File: src/hw/rtl/vds_pkg.sv
`default_nettype none
// ----------------------------------------------------------------------------
// vds_pkg
// Shared widths, constants and types of the directional strain block.
// ----------------------------------------------------------------------------
package vds_pkg;

   // ring and field widths
   localparam int MAX_RING = 16;
   localparam int CNT_W    = 7;
   localparam int POS_W    = 32;
   localparam int FRAC_W   = 16;
   localparam int PROD_W   = 2 * POS_W;
   localparam int FLQ_W    = PROD_W - FRAC_W;
   localparam int PROJ_W   = 50;
   localparam int LEN2_W   = 48;
   localparam int MAG_W    = 50;
   localparam int T_W      = 57;
   localparam int SUM_W    = 40;
   localparam int FEED_W   = 40;
   localparam int QUO_W    = 40;
   localparam int DIV_STEP_W = 6;

   // strain division: remainder preload from the upper bits, rest fed serially
   localparam int STRAIN_FEED_BITS = 15;
   localparam int MAC_LAST         = 9;

   localparam logic [DIV_STEP_W-1:0] STRAIN_STEPS = DIV_STEP_W'(31);
   localparam logic [DIV_STEP_W-1:0] MEAN_STEPS   = DIV_STEP_W'(40);

   localparam logic [POS_W-1:0] S32_MAX    = 32'h7FFF_FFFF;
   localparam logic [POS_W-1:0] S32_MIN    = 32'h8000_0000;
   localparam logic [POS_W-1:0] AXIS_Z_RST = 32'h0001_0000;
   localparam logic [SUM_W-1:0] SUM_MAX    = {1'b0, {(SUM_W-1){1'b1}}};
   localparam logic [SUM_W-1:0] SUM_MIN    = {1'b1, {(SUM_W-1){1'b0}}};

   // item kinds on req_tuser
   localparam logic REQ_CENTRE    = 1'b0;
   localparam logic REQ_NEIGHBOUR = 1'b1;

   // configuration register indexes
   typedef enum logic [1:0] {
      CSR_AXIS_X = 2'd0,
      CSR_AXIS_Y = 2'd1,
      CSR_AXIS_Z = 2'd2
   } csr_idx_type;

   // command to the serial divider
   typedef struct packed {
      logic                  start;
      logic [DIV_STEP_W-1:0] steps;
      logic [MAG_W-1:0]      rem_init;
      logic [FEED_W-1:0]     feed;
      logic [MAG_W-1:0]      den;
   } div_cmd_type;

   // status of the serial divider
   typedef struct packed {
      logic             busy;
      logic             done;
      logic [QUO_W-1:0] quo;
   } div_sts_type;

   // projections of one neighbour
   typedef struct packed {
      logic signed [PROJ_W-1:0] pd;
      logic signed [PROJ_W-1:0] pe;
      logic [LEN2_W-1:0]        len2;
   } proj_res_type;

endpackage
`default_nettype wire

File: src/hw/rtl/vds_sdiv.sv
`default_nettype none
// ----------------------------------------------------------------------------
// vds_sdiv
// Restoring divider, one quotient bit a cycle, dividend bits fed MSB first.
// ----------------------------------------------------------------------------
module vds_sdiv
   import vds_pkg::*;
(
   input  logic        clock,
   input  logic        reset,
   input  div_cmd_type cmd,
   output div_sts_type sts
);

   logic                  busy_ff;
   logic                  done_ff;
   logic [DIV_STEP_W-1:0] cnt_ff;
   logic [MAG_W-1:0]      rem_ff;
   logic [FEED_W-1:0]     feed_ff;
   logic [MAG_W-1:0]      den_ff;
   logic [QUO_W-1:0]      quo_ff;

   logic [MAG_W:0]        r2;
   logic [MAG_W:0]        diff;
   logic                  qbit;

   // one trial subtraction
   always_comb begin
      r2   = {rem_ff, feed_ff[FEED_W-1]};
      diff = r2 - {1'b0, den_ff};
      qbit = (r2 >= {1'b0, den_ff});
   end

   always_ff @(posedge clock) begin
      if (reset) begin
         busy_ff <= 1'b0;
         done_ff <= 1'b0;
         cnt_ff  <= '0;
         quo_ff  <= '0;
      end else begin
         done_ff <= 1'b0;
         if (cmd.start) begin
            busy_ff <= 1'b1;
            cnt_ff  <= cmd.steps;
            rem_ff  <= cmd.rem_init;
            feed_ff <= cmd.feed;
            den_ff  <= cmd.den;
            quo_ff  <= '0;
         end else if (busy_ff) begin
            rem_ff  <= qbit ? diff[MAG_W-1:0] : r2[MAG_W-1:0];
            quo_ff  <= {quo_ff[QUO_W-2:0], qbit};
            feed_ff <= {feed_ff[FEED_W-2:0], 1'b0};
            cnt_ff  <= cnt_ff - DIV_STEP_W'(1);
            if (cnt_ff == DIV_STEP_W'(1)) begin
               busy_ff <= 1'b0;
               done_ff <= 1'b1;
            end
         end
      end
   end

   assign sts.busy = busy_ff;
   assign sts.done = done_ff;
   assign sts.quo  = quo_ff;

endmodule
`default_nettype wire

File: config.mk
export PLATFORM = sky130hd
export DESIGN_NAME = vds_sdiv
export DESIGN_NICKNAME = d
export VERILOG_FILES = /design/src/hw/rtl/vds_pkg.sv /design/src/hw/rtl/vds_sdiv.sv
export SDC_FILE = /design/constraint.sdc
export NUM_CORES = 1
export LEC_CHECK = 0
export ABC_AREA = 1
export BUFFER_PORTS_ARGS = -buffer_cell sky130_fd_sc_hd__clkbuf_2
export CORE_MARGIN = 3
export CORE_UTILIZATION = 30
export DETAILED_ROUTE_END_ITERATION = 6
export GPL_ROUTABILITY_DRIVEN = 0
export MAX_ROUTING_LAYER = met4
export SYNTH_ARGS = -nofsm -noshare
export SYNTH_HDL_FRONTEND = slang
export SYNTH_SLANG_ARGS = --single-unit
File: constraint.sdc
create_clock -name clock -period 8.65 [get_ports clock]
set_clock_uncertainty 0.2 [all_clocks]
set_input_delay 1.73 -clock clock [delete_from_list [all_inputs] [get_ports clock]]
set_output_delay 1.73 -clock clock [all_outputs]
set_load 0.05 [all_outputs]
-- Yosys cells after proc, flatten, opt, wreduce, memory -nomap -nowiden
Index checks and enable logic that the tools add are counted.
W data, S select, Z words.
- bits in registers: 188
- bits of input ports: 149
- output and inout port bits: 42
- logic and storage cells: 29
- add/subtract/negate cells: 2
- order comparisons: 1
- equal/unequal tests: 1
- multiplexer cells: 11
- bitwise operators: 2
- reduce and logical (&&, ||, !) cells: 5
- operators by type and width (operator ; count):
    $mux W50 ; 3
    $mux W40 ; 2
    $ge A51 B50 Y1 ; 1
    $sub A50 B50 Y50 ; 1
    $mux W6 ; 2
    $eq A6 B1 Y1 const B ; 1
    $sub A6 B1 Y6 const B ; 1
    $mux W1 ; 4
    $reduce_and A2 Y1 ; 2
    $reduce_or A3 Y1 ; 1
    $not A1 Y1 ; 2
    $reduce_bool A2 Y1 ; 1
    $reduce_or A2 Y1 ; 1

-- Depth between registers and ports, before layout
- depth in word-level cells: 4
- gate-level depth with buffers: 17
- gate-level depth less buffers: 16

-- Worst setup path after synthesis
Ideal clock, no wire load.
- kind: in2reg
- start: input cmd[146] in the netlist's numbering
- end: register feed_ff[0] (enable)
- setup time: 541 ps
- arrival time: 5954 ps
- data required time: 7909 ps
- path slack: 1955 ps
- cell stages on the path: 3
- path buffers: 1
- cells stage by stage: clkbuf_1 nor2_1 nor2_1
- cells in the longest elaborated chain, start to end: 2
- ends and longest elaborated chain (item ; line ; source):
    start, declared ; vds_sdiv.sv:11 ; input div_cmd_type cmd,
    $reduce_bool A2 Y1 (no source line) ; -- ;
    $reduce_and A2 Y1 (no source line) ; -- ;
    end signal, assigned ; vds_sdiv.sv:46 ; feed_ff <= cmd.feed;
    end signal, assigned ; vds_sdiv.sv:52 ; feed_ff <= {feed_ff[FEED_W-2:0], 1'b0};
    end, declared ; vds_sdiv.sv:19 ; logic [FEED_W-1:0] feed_ff;
Every way passes these cells.
A chain may end at the register's enable or synchronous reset.

-- Worst setup path in the final report
- start: register rem_ff[38]
- end: register rem_ff[48], data pin
- cells in the longest elaborated chain, start to end: 4
- elaborated cells on any way between the ends: 5
- those cells by class: 1 x add/sub; 1 x order compare; 3 x mux
- ends and longest elaborated chain (item ; line ; source):
    start, declared ; vds_sdiv.sv:18 ; logic [MAG_W-1:0] rem_ff;
    start signal, assigned ; vds_sdiv.sv:45 ; rem_ff <= cmd.rem_init;
    start signal, assigned ; vds_sdiv.sv:50 ; rem_ff <= qbit ? diff[MAG_W-1:0] : r2[MAG_W-1:0];
    $sub A50 B50 Y50 or $ge A51 B50 Y1 (tied branches) ; vds_sdiv.sv:30, vds_sdiv.sv:31 ;
    $mux W50 (*) ; vds_sdiv.sv:50 ;
    $mux W50 (*) ; vds_sdiv.sv:49 ; end else if (busy_ff) begin
    $mux W50 (*) ; vds_sdiv.sv:42 ; if (cmd.start) begin
Mark *: on every way between the ends. The rest lies on a longest branch, timed or not. The select of a mux whose other input is x is not followed.

==> metrics.yaml <==
status: "finished, final reports clean"
drt_iter0_drc: 757
drv_cap: 0
min_path_type: "flip-flop to flip-flop"
synthSimpleGateAreaFrac: 0.343
clock_path_buffers: 2
antenna_found_initial: 4
track_usage: 0.172
cts_hold_buf: 0
cp_slowest_cell: "nand2_4"
crit_chain: "ha_1 -> nand2_1 -> nor2_1 -> inv_1 -> nor2_1 -> nand2_1 -> inv_1 -> nand3_2 -> nand2_4 -> nand3_1 -> nand2_1 -> nand2_1"
yosys.area_share.adder: 0.0539
layout-drive-gt1-share: 0.127
hold_viol: 0
layout_min_cycle_time_ns: 4.25
clock_sinks: 188
finalSetupTns_ns: 0
p_clk_frac: 0.319
gr-total-overflow: 0
ir_worst_vdd_uv: 125
post_dp_cell_area_um2: 13900
leakage_nw: 7.45
dp_hpwl_um: 28000
p_int_mw: 1.68
root_buffer: "clkbuf_16"
clkLatencyLatePin_ns: 0.46
syn_to_final_growth_pct: 16.4
ys_types: 37
first_global_vias: 11100
port_buffers: 190
cts_tree: "done"
ctsHtreeMaxLevel: 4
grt_first_pass_wirelength_um: 58500
synth_compound_area_frac: 0.0482
dieWidth_um: 210
detailedRoute.firstPassIterationCount: 6
worstSetupPathType: "flip-flop to flip-flop"
critPathMaxStageDelay_ns: 0.99
avgSynthCellArea_um2: 6.90
synthCells: 1803
dr_total_vias: 11400
coreArea_um2: 40400
io_pins: 191
switching_power_uw: 907
sw_frac_of_total: 0.350
period_share: 0.491
p_comb_frac: 0.269
drt.antenna.violating_nets: 0
cp.arrival_ns: 4.26
synth_top_family_by_area: "simple AND/OR/NAND/NOR gates"
critPathRequiredTime_ns: 8.67
post_cts_buffers: 0
grt_max_degree: 91
cp_num_buf_inv: 2
final_net_count: 2172
ys_ff_latch: 188
power_density_nw_per_um2: 179
synth_nets: 2005
ctsResizeCount: 0
path_common_cell: "nand2_1"
startpoint_type: "flip-flop"
cp-end-kind: "flip-flop"
synth_xor_area_frac: 0.0197
rows: 73
cp_max_fo: 62
final_area_um2: 14500
reg2reg_slack_ns: 4.40
crit_family: "simple AND/OR/NAND/NOR gates"
slew_headroom: 0.281
tightest_slew_ns: 1.08
ys_warn_count: 0
sequentialPowerShare: 0.412
initial_core_util: 0.308
wl_um: 36600
report.final.slew_viol_count: 0
max_freq_mhz: 235
die_h_um: 210
viasPerCell: 4.54
synth.area.mux_share: 0
cts_made_buffers: 17
clk_pin_slew_ns: 0.09
rsz0062_at_grt: "no"
setup_viol: 0
ys_seq_area_frac: 0.415
wire_per_inst_um: 14.6
drc: 0
die-area_um2: 44000
synth_area_um2: 12400
==> synth_stat cells, drive strengths merged <==
master | number | area (um2)
inv | 326 | 1220
nor2 | 116 | 460
a21oi | 71 | 355
or2 | 1 | 6.26
nand3 | 110 | 556
a22oi | 1 | 7.51
xor2 | 6 | 52.6
nand2 | 767 | 2890
clkinv | 2 | 7.51
nand3b | 28 | 210
buf | 23 | 169
nand4 | 13 | 81.3
o21bai | 7 | 52.6
and2 | 2 | 12.5
xnor2 | 22 | 193
a31o | 1 | 8.76
o21a | 3 | 22.5
nor3 | 8 | 51.3
a31oi | 4 | 25.0
clkbuf | 26 | 97.6
fa | 1 | 20.0
ha | 52 | 651
a21boi | 1 | 7.51
o21ai | 24 | 120
edfxtp | 140 | 4200
dfxtp | 48 | 961
==> worst paths after layout <==
path,start,end,cells past startpoint
max,rem_ff[38],rem_ff[48],12
min,quo_ff[39],quo_ff[39],2
max reg2reg,rem_ff[38],rem_ff[48],12
min reg2reg,quo_ff[39],quo_ff[39],2
==> layout by cell type, fill, tap and decap left out, drive strengths merged, types with 2 or more instances in the layout <==
master,netlist,routed
clkinv,2,7
xor2,6,6
o21ai,24,24
a21oi,71,71
clkbuf,26,207
dfxtp,48,48
nor3,8,8
a31oi,4,4
diode,0,4
o21bai,7,7
nand4,13,13
nand3,110,110
inv,326,335
nand3b,28,28
buf,23,8
and2,2,2
xnor2,22,22
o21a,3,3
nand2,767,767
ha,52,52
edfxtp,140,140
nor2,116,116
==> tightest hold or removal path: cells and delay by family (launching register included) <==
kind / cells / cell delay [ns]
DFF: 1 / 0.32
and+or+nand+nor: 1 / 0.06
AOI/OAI and AO/OA: 1 / 0.05
==> power groups by stage <==
stage / registers, mW / logic [mW] / clock network [mW]
finish: 1.07 / 0.697 / 0.825
global route: 1.07 / 0.797 / 0.880
CTS: 1.07 / 0.696 / 0.851
detailed placement: 1.09 / 0.692 / 0
global placement: 1.09 / 0.686 / 0
floorplan: 1.09 / 0.504 / 0
==> sequential cells by signal, summed over array words and instances (netlist names) <==
| signal | flops |
|---|---|
| feed_ff | 40 |
| cnt_ff | 6 |
| rem_ff | 50 |
| done_ff | 1 |
| quo_ff | 40 |
| den_ff | 50 |
| busy_ff | 1 |
==> stage by stage <==
step	power [mW]	hold slack (ns)	cells	worst slack, ns	util
2_1_floorplan	1.59	0.263	1803	1.95	-
3_3_place_gp	1.77	0.251	2476	4.01	0.343
3_5_place_dp	1.78	0.262	2476	3.97	0.343
4_1_cts	2.62	0.278	2508	4.35	0.359
5_1_grt	2.75	0.300	2512	4.05	0.359
6_report	2.59	0.271	2512	4.40	0.359
==> final cells by class <==
class                           count  area [um2]
Clock inverter                     14         190
Antenna cell                        4        10.0
Tap cell                          525         657
Multi-Input combinational cell   1238        5800
Clock buffer                       18         429
Fill cell                        4409       25900
Sequential cell                   188        5160
Inverter                          328        1230
Timing Repair Buffer              197        1010
==> kinds of logic (layout without fill, tap and decap cells) <==
group | after synthesis | after routing
compound gates | 112 | 112
simple gates | 1045 | 1045
flops | 188 | 188
fa+ha+maj | 53 | 53
xor+xnor | 28 | 28
other cells | 0 | 4
buf+inv | 377 | 557
==> routing by layer <==
layer / routed length, um / up-vias / track usage
met5: 0 / - / -
met4: 688 / 0 / 0.0443
met3: 2570 / 34 / 0.0384
met2: 16300 / 332 / 0.266
met1: 17000 / 5123 / 0.229
li1: - / 5904 / -
No activity file was read; power rests on OpenSTA's default activity.
