## config.mk

```make
export PLATFORM = sky130hd
export DESIGN_NAME = vds_proj
export DESIGN_NICKNAME = d
export VERILOG_FILES = /design/src/hw/rtl/vds_pkg.sv /design/src/hw/rtl/vds_proj.sv
export SDC_FILE = /design/constraint.sdc
export NUM_CORES = 2
export LEC_CHECK = 0
export BUFFER_PORTS_ARGS = -buffer_cell sky130_fd_sc_hd__buf_2
export CAP_MARGIN = 0
export CELL_PAD_IN_SITES_DETAIL_PLACEMENT = 1
export CELL_PAD_IN_SITES_GLOBAL_PLACEMENT = 1
export CORE_MARGIN = 2
export CORE_UTILIZATION = 52
export CTS_BUF_LIST = sky130_fd_sc_hd__clkbuf_4
export DETAILED_ROUTE_END_ITERATION = 12
export PLACE_DENSITY = 0.89
export SLEW_MARGIN = 20
export SYNTH_ARGS = -nofsm -noshare
export SYNTH_HDL_FRONTEND = slang
export SYNTH_SLANG_ARGS = --single-unit
```

## constraint.sdc

```tcl
create_clock -name clock -period 22.3 [get_ports clock]
set_input_delay 1.115 -clock clock [delete_from_list [all_inputs] [get_ports clock]]
set_output_delay 1.115 -clock clock [all_outputs]
set_load 0.02 [all_outputs]
```

## src/hw/rtl/vds_pkg.sv

```systemverilog
`default_nettype none
// ----------------------------------------------------------------------------
// vds_pkg
// Shared widths, constants and types of the directional strain block.
// ----------------------------------------------------------------------------
package vds_pkg;

   // ring and field widths
   localparam int MAX_RING = 16;
   localparam int CNT_W    = 7;
   localparam int POS_W    = 32;
   localparam int FRAC_W   = 16;
   localparam int PROD_W   = 2 * POS_W;
   localparam int FLQ_W    = PROD_W - FRAC_W;
   localparam int PROJ_W   = 50;
   localparam int LEN2_W   = 48;
   localparam int MAG_W    = 50;
   localparam int T_W      = 57;
   localparam int SUM_W    = 40;
   localparam int FEED_W   = 40;
   localparam int QUO_W    = 40;
   localparam int DIV_STEP_W = 6;

   // strain division: remainder preload from the upper bits, rest fed serially
   localparam int STRAIN_FEED_BITS = 15;
   localparam int MAC_LAST         = 9;

   localparam logic [DIV_STEP_W-1:0] STRAIN_STEPS = DIV_STEP_W'(31);
   localparam logic [DIV_STEP_W-1:0] MEAN_STEPS   = DIV_STEP_W'(40);

   localparam logic [POS_W-1:0] S32_MAX    = 32'h7FFF_FFFF;
   localparam logic [POS_W-1:0] S32_MIN    = 32'h8000_0000;
   localparam logic [POS_W-1:0] AXIS_Z_RST = 32'h0001_0000;
   localparam logic [SUM_W-1:0] SUM_MAX    = {1'b0, {(SUM_W-1){1'b1}}};
   localparam logic [SUM_W-1:0] SUM_MIN    = {1'b1, {(SUM_W-1){1'b0}}};

   // item kinds on req_tuser
   localparam logic REQ_CENTRE    = 1'b0;
   localparam logic REQ_NEIGHBOUR = 1'b1;

   // configuration register indexes
   typedef enum logic [1:0] {
      CSR_AXIS_X = 2'd0,
      CSR_AXIS_Y = 2'd1,
      CSR_AXIS_Z = 2'd2
   } csr_idx_type;

   // command to the serial divider
   typedef struct packed {
      logic                  start;
      logic [DIV_STEP_W-1:0] steps;
      logic [MAG_W-1:0]      rem_init;
      logic [FEED_W-1:0]     feed;
      logic [MAG_W-1:0]      den;
   } div_cmd_type;

   // status of the serial divider
   typedef struct packed {
      logic             busy;
      logic             done;
      logic [QUO_W-1:0] quo;
   } div_sts_type;

   // projections of one neighbour
   typedef struct packed {
      logic signed [PROJ_W-1:0] pd;
      logic signed [PROJ_W-1:0] pe;
      logic [LEN2_W-1:0]        len2;
   } proj_res_type;

endpackage
`default_nettype wire

```

## src/hw/rtl/vds_proj.sv

```systemverilog
`default_nettype none
// ----------------------------------------------------------------------------
// vds_proj
// Displacements of one neighbour and their projections on the axis, with one
// shared multiplier stepping through the nine products.
// ----------------------------------------------------------------------------
module vds_proj
   import vds_pkg::*;
(
   input  logic                  clock,
   input  logic                  reset,
   input  logic                  start,
   input  logic [2:0][POS_W-1:0] nb_ed,
   input  logic [2:0][POS_W-1:0] nb_es,
   input  logic [2:0][POS_W-1:0] c_ed,
   input  logic [2:0][POS_W-1:0] c_es,
   input  logic [2:0][POS_W-1:0] axis,
   output logic                  done,
   output logic                  clip,
   output proj_res_type          res
);

   typedef enum logic {
      P_IDLE,
      P_MAC
   } pstate_type;

   typedef enum logic [1:0] {
      G_PD,
      G_PE,
      G_LEN
   } grp_type;

   // difference clamped to 32 bits, overflow flag on top
   function automatic logic [POS_W:0] sat_sub(input logic [POS_W-1:0] a,
                                             input logic [POS_W-1:0] b);
      logic [POS_W:0] d;
      d = {a[POS_W-1], a} - {b[POS_W-1], b};
      if (d[POS_W] != d[POS_W-1]) begin
         sat_sub = {1'b1, (d[POS_W] ? S32_MIN : S32_MAX)};
      end else begin
         sat_sub = {1'b0, d[POS_W-1:0]};
      end
   endfunction

   pstate_type               state_ff;
   logic [3:0]               step_ff;
   logic [2:0][POS_W-1:0]    dd_ff;
   logic [2:0][POS_W-1:0]    de_ff;
   logic                     clip_ff;
   logic                     done_ff;
   logic signed [PROD_W-1:0] prod_ff;
   grp_type                  grp_ff;
   logic signed [PROJ_W-1:0] pd_ff;
   logic signed [PROJ_W-1:0] pe_ff;
   logic [LEN2_W-1:0]        len2_ff;

   logic [2:0][POS_W:0]      ddr;
   logic [2:0][POS_W:0]      der;
   logic                     dclip;
   grp_type                  grp;
   logic [1:0]               lane;
   logic [3:0]               lane_tmp;
   logic [POS_W-1:0]         mul_a;
   logic [POS_W-1:0]         mul_b;
   logic signed [FLQ_W-1:0]  flq;

   // clamped displacements of all three components
   always_comb begin
      dclip = 1'b0;
      for (int i = 0; i < 3; i++) begin
         ddr[i] = sat_sub(nb_ed[i], c_ed[i]);
         der[i] = sat_sub(nb_es[i], c_es[i]);
         dclip  = dclip | ddr[i][POS_W] | der[i][POS_W];
      end
   end

   // operand selection for the current product
   always_comb begin
      lane_tmp = 4'd0;
      grp      = G_PD;
      if (step_ff < 4'd3) begin
         lane_tmp = step_ff;
         grp      = G_PD;
      end else if (step_ff < 4'd6) begin
         lane_tmp = step_ff - 4'd3;
         grp      = G_PE;
      end else begin
         lane_tmp = step_ff - 4'd6;
         grp      = G_LEN;
      end
      lane = lane_tmp[1:0];
      case (grp)
         G_PD:    mul_a = dd_ff[lane];
         G_PE:    mul_a = de_ff[lane];
         G_LEN:   mul_a = axis[lane];
         default: mul_a = dd_ff[lane];
      endcase
      mul_b = axis[lane];
   end

   // floored q32.16 of the registered product
   assign flq = prod_ff[PROD_W-1:FRAC_W];

   // sequencer: diffs, then multiply and accumulate one product a cycle
   always_ff @(posedge clock) begin
      if (reset) begin
         state_ff <= P_IDLE;
         step_ff  <= 4'd0;
         done_ff  <= 1'b0;
         clip_ff  <= 1'b0;
         grp_ff   <= G_PD;
         pd_ff    <= '0;
         pe_ff    <= '0;
         len2_ff  <= '0;
      end else begin
         done_ff <= 1'b0;
         case (state_ff)
            P_IDLE: begin
               if (start) begin
                  for (int i = 0; i < 3; i++) begin
                     dd_ff[i] <= ddr[i][POS_W-1:0];
                     de_ff[i] <= der[i][POS_W-1:0];
                  end
                  clip_ff  <= dclip;
                  pd_ff    <= '0;
                  pe_ff    <= '0;
                  len2_ff  <= '0;
                  step_ff  <= 4'd0;
                  state_ff <= P_MAC;
               end
            end
            P_MAC: begin
               if (step_ff < 4'(MAC_LAST)) begin
                  prod_ff <= $signed(mul_a) * $signed(mul_b);
                  grp_ff  <= grp;
               end
               if (step_ff != 4'd0) begin
                  case (grp_ff)
                     G_PD:    pd_ff   <= pd_ff + PROJ_W'(flq);
                     G_PE:    pe_ff   <= pe_ff + PROJ_W'(flq);
                     G_LEN:   len2_ff <= len2_ff + prod_ff[PROD_W-1:FRAC_W];
                     default: pd_ff   <= pd_ff;
                  endcase
               end
               if (step_ff == 4'(MAC_LAST)) begin
                  done_ff  <= 1'b1;
                  state_ff <= P_IDLE;
               end else begin
                  step_ff <= step_ff + 4'd1;
               end
            end
            default: state_ff <= P_IDLE;
         endcase
      end
   end

   assign done     = done_ff;
   assign clip     = clip_ff;
   assign res.pd   = pd_ff;
   assign res.pe   = pe_ff;
   assign res.len2 = len2_ff;

endmodule
`default_nettype wire

```

Word-level counts from Yosys, hierarchy flattened
Index checks and enable logic that the tools add are counted.
Word-level totals
  flip-flop bits (word level): 413
  logic and storage cells: 108
Operators by class
  multiply operators: 1
  mux-type cells: 41
  $add $sub $neg: 12
  reduce and logical (&&, ||, !) cells: 11
  equal/unequal tests: 17
  magnitude comparators: 4
  bitwise gates (word level): 7
Operators by type and width (count)
  $mux 32: 9
  $mux 50: 5
  $pmux 50 s2: 2
  $mux 33: 6
  $sub 32x32->33: 6
  $bmux 32 s2: 3
  $mux 48: 3
  $add 50x48->50: 2
  $pmux 48 s2: 1
  $mul 32x32->64: 1
  $pmux 32 s2: 1
  $add 48x48->48: 1
  $reduce_and 3->1: 5
  $mux 2: 4
  $mux 4: 2
  $ne 2x1->1 const B: 4
  $pmux 4 s2: 1
  $ne 1x1->1: 6
  $reduce_and 2->1: 3
  $or 1x1->1: 5
  $add 4x1->4 const B: 1
  $eq 2x1->1 const B: 2
  $eq 2x2->1 const B: 2
  $eq 4x4->1 const B: 1
  other kinds (12): 17

Depth between registers and ports, before layout
  depth in word-level cells: 8
  gate-level depth with buffers: 48

Worst setup path after synthesis
Ideal clock, no wire load.
  path type: reg2reg
  start: register step_ff[0]
  end: register prod_ff[63] (data pin)
  setup slack: 11.276 ns
  stages on the path, launching flop included: 45
  arrival: 10.764 ns
  path buffers: 6
  required time: 22.040 ns
  cell sequence: dfxtp_1 > buf_2 > inv_1 > clkbuf_1 > buf_1 > ha_1 > mux2i_1 > o32a_2 > buf_4 > nor2_1 > nand2_1 > o21ai_1 > clkinv_1 > o22ai_1 > o21a_1 > clkbuf_1 > nand2_1 > inv_1 > [9 not listed] > fa_1 > fa_1 > inv_1 > ha_1 > a21oi_1 > o21bai_1 > a21o_1 > a21o_1 > a21o_1 > a21oi_1 > o2111ai_1 > and3b_1 > or2_1 > buf_2 > o31ai_4 > a221o_1 > a21oi_1 > xnor2_1
On the way
  longest elaborated chain between the ends: 7
Ends and longest elaborated chain
  start: declaration: line vds_proj.sv:47  | logic [3:0] step_ff;
  start signal: assignment: line vds_proj.sv:150  | step_ff <= step_ff + 4'd1;
  $lt 4x3->1 (tied with other cells): line vds_proj.sv:85  | end else if (step_ff < 4'd6) begin
  $mux 2: line vds_proj.sv:85
  $mux 2: line vds_proj.sv:82  | if (step_ff < 4'd3) begin
  $bmux 32 s2 (on tied branches)
  $mux 32 (on tied branches)
  $pmux 32 s2: line vds_proj.sv:93  | case (grp)
  $mul 32x32->64 (*): line vds_proj.sv:135  | prod_ff <= $signed(mul_a) * $signed(mul_b);
  end signal: assignment: line vds_proj.sv:135
  end: declaration: line vds_proj.sv:52  | logic signed [PROD_W-1:0] prod_ff;
Every way passes the cells marked *; elsewhere a longest branch is shown, timed or not. The select of a mux whose other input is x is not followed.
A chain may end at the register's enable or synchronous reset.

Worst setup path after layout
  start: register step_ff[0]
  end: register prod_ff[62] (data pin)
The elaborated chain is that of the path after synthesis.

==> flow_metrics.py <==
metrics = {
    "outcome": {
        "status": "finished clean",
    },
    "yosys": {
        "synth_area_mm2": 0.0675,
        "synthFlopType": "edfxtp_1",
        "synth.top_cell.area_share_pct": 32.3,
        "ys_ff_latch": 397,
        "synthDistinctLibCells": 85,
        "avgSynthCellArea_um2": 8.81,
        "synthesis.nets": 9774,
        "synthTopCellsByArea": "fa_1, edfxtp_1, ha_1, inv_1, dfxtp_1",
        "synth.largest_area_cell": "fa_1",
        "synthTopCellsByCount": "inv_1, fa_1, nand2_1",
        "synth_most_common_cell": "inv_1",
        "yosysWarnings": 0,
        "netlist_instances": 7669,
        "ys_seq_area_share_pct": 15.3,
        "synth_edf_count": 240,
        "async_flop_share_pct": 0,
    },
    "routing": {
        "viasPerCell": 6.10,
        "ant_nets": 0,
        "via_count": 61400,
        "drt-total-wl_um": 278000,
        "first_pass_iters": 8,
        "drc": 0,
        "wl_per_cell_um": 27.6,
        "drtIter0Drc": 5753,
    },
    "die": {
        "initial_core_util_pct": 52.3,
        "coreArea_mm2": 0.129,
        "fp.dieW_um": 364,
        "io_pins": 633,
        "fp-row-count": 132,
        "dieArea_mm2": 0.133,
        "die_h_um": 364,
    },
    "cts": {
        "post_cts_buffers": 0,
        "cts-root-buf": "clkbuf_4",
        "hold_buffers": 0,
        "cts_made_buffers": 114,
        "clk_path_buf_depth": 3,
        "h-tree-depth": 3,
        "clock_latency_ns": 1.05,
        "cts_tree": "yes",
        "path_clk_slew_ns": 0.07,
        "cts_resized": 0,
        "cts_num_sinks": 397,
    },
    "critical_path": {
        "crit_top_cell": "fa_1",
        "rrSetupSlack_ns": 8.28,
        "crit_start": "step_ff[0]$_SDFFE_PP0P_",
        "reg2reg_from": "step_ff[0]$_SDFFE_PP0P_",
        "arrival_ns": 14.80,
        "critPathLaunchType": "flop",
        "crit_path_end": "prod_ff[62]$_DFFE_PP_",
        "worstSetupPathType": "reg2reg",
        "rr_endpoint": "prod_ff[62]$_DFFE_PP_",
        "cp_num_buf_inv": 9,
        "critPathMaxStageDelay_ns": 1.08,
        "crit_slowest_cell": "clkinv_1",
        "cp.depth": 38,
        "end_kind": "flop",
        "crit_family": "adder cells",
        "worstPathRequired_ns": 23.07,
        "r2r_cells": 38,
        "cp_max_fo": 68,
    },
    "global_route": {
        "grt_max_degree": 193,
        "grt_pass1_wl_um": 412000,
        "grtUsageTotal_pct": 41.7,
        "grt_overflow": 0,
        "grt_pass1_vias": 67900,
        "antenna_found_initial": 49,
    },
    "sta": {
        "fin_crit_sh_pct": 62.9,
        "rsz0062_at_grt": "false",
        "setup_tns_ns": 0,
        "fin_skew_ns": 0.0779,
        "fin_crit_ns": 14.02,
        "finalSetupViolCount": 0,
        "fmax_mhz": 71.3,
        "tightest_slew_ns": 1.22,
        "hold_violations": 0,
        "finalMaxSlewViolations": 0,
        "slew_headroom_pct": 18.5,
    },
    "cells_and_area": {
        "area_growth_pct": 10.2,
        "n_fill_cell": 15400,
        "multi_input_area_mm2": 0.0514,
        "finalNetCount": 10300,
        "stdcell_area_mm2": 0.0744,
        "regArea_mm2": 0.0103,
        "drive_gt1_share_pct": 12.3,
    },
    "placement": {
        "hpwl_um": 227000,
        "place_congestion": 1.02,
        "dpl-instance-area_mm2": 0.0728,
        "port_buffers": 632,
    },
    "run": {
        "maxCapViolCount": 0,
    },
    "hold_path": {
        "hp-class": "reg2reg",
    },
}
[cell families after synthesis]
kind of cell | count (synthesis) | synth area share [%]
AOI/OAI and AO/OA | 1616 | 15.5
xor gates and xnor gates | 339 | 4.41
DFF | 397 | 15.3
muxes | 62 | 0.926
buffers and inverters | 1623 | 9.05
and+or+nand+nor | 2010 | 12.6
adders and majority gates | 1622 | 42.2
[state kept, by name, summed over array words and instances, names as in the netlist]
| name | flops |
|---|---|
| clip | 1 |
| dd_ff | 96 |
| de_ff | 96 |
| done | 1 |
| grp_ff | 2 |
| len2_ff | 48 |
| pd_ff | 50 |
| pe_ff | 50 |
| prod_ff | 48 |
| state_ff | 1 |
| step_ff | 4 |
[final cells by class]
cell class	count	share of cell area [%]
Multi-Input combinational cell	5649	69.1
Sequential cell	397	13.9
Inverter	1300	6.56
Timing Repair Buffer	747	5.47
Tap cell	1742	2.93
Clock buffer	159	1.60
Clock inverter	49	0.360
Antenna cell	28	0.0941
[tightest hold or removal path, stage by stage (launching register included)]
cell and delay (ns):
dfxtp_1 0.32, nand2_1 0.06, a21oi_1 0.05
[metal layers]
metal  GRT usage [%]  wire [µm]
met3            13.3      31300
met4            30.0      23600
met1            46.8      96400
met5               0        305
met2            67.2     126000
[cell usage in the layout, fill, tap and decap left out, drive strengths merged, types with 70 or more instances in the layout]
master / count
a22o: 80
fa: 1090
xor2: 148
clkbuf: 159
nand2: 813
xnor2: 191
nand2b: 86
a21o: 219
nor2: 758
inv: 1300
o21ai: 374
buf: 747
edfxtp: 240
a21oi: 386
nand3: 92
o21a: 101
dfxtp: 157
ha: 532
a31oi: 70
[how the worst min path moves through the flow]
stage,from,end,cells past startpoint
floorplan,grp_ff[1]$_SDFFE_PP0P_,grp_ff[1]$_SDFFE_PP0P_,2
global placement,pe_ff[0]$_SDFFE_PP0P_,pe_ff[0]$_SDFFE_PP0P_,2
detailed placement,pe_ff[0]$_SDFFE_PP0P_,pe_ff[0]$_SDFFE_PP0P_,2
CTS,pe_ff[0]$_SDFFE_PP0P_,pe_ff[0]$_SDFFE_PP0P_,2
global route,pd_ff[0]$_SDFFE_PP0P_,pd_ff[0]$_SDFFE_PP0P_,2
finish,pe_ff[0]$_SDFFE_PP0P_,pe_ff[0]$_SDFFE_PP0P_,2
[per-stage QoR]
| stage | worst slack [ns] | util, % | hold WS, ns | instances |
|---|---|---|---|---|
| floorplan | 11.28 | - | 0.508 | 7669 |
| global placement | 9.35 | 56.4 | 0.460 | 9833 |
| detailed placement | 8.52 | 56.4 | 0.478 | 9833 |
| CTS | 8.53 | 57.5 | 0.487 | 10000 |
| global route | 7.80 | 57.6 | 0.520 | 10100 |
| finish | 8.28 | 57.6 | 0.480 | 10100 |
Power is not shown: default switching activity piles up to over one toggle a cycle in this logic, so the estimate is an artifact.
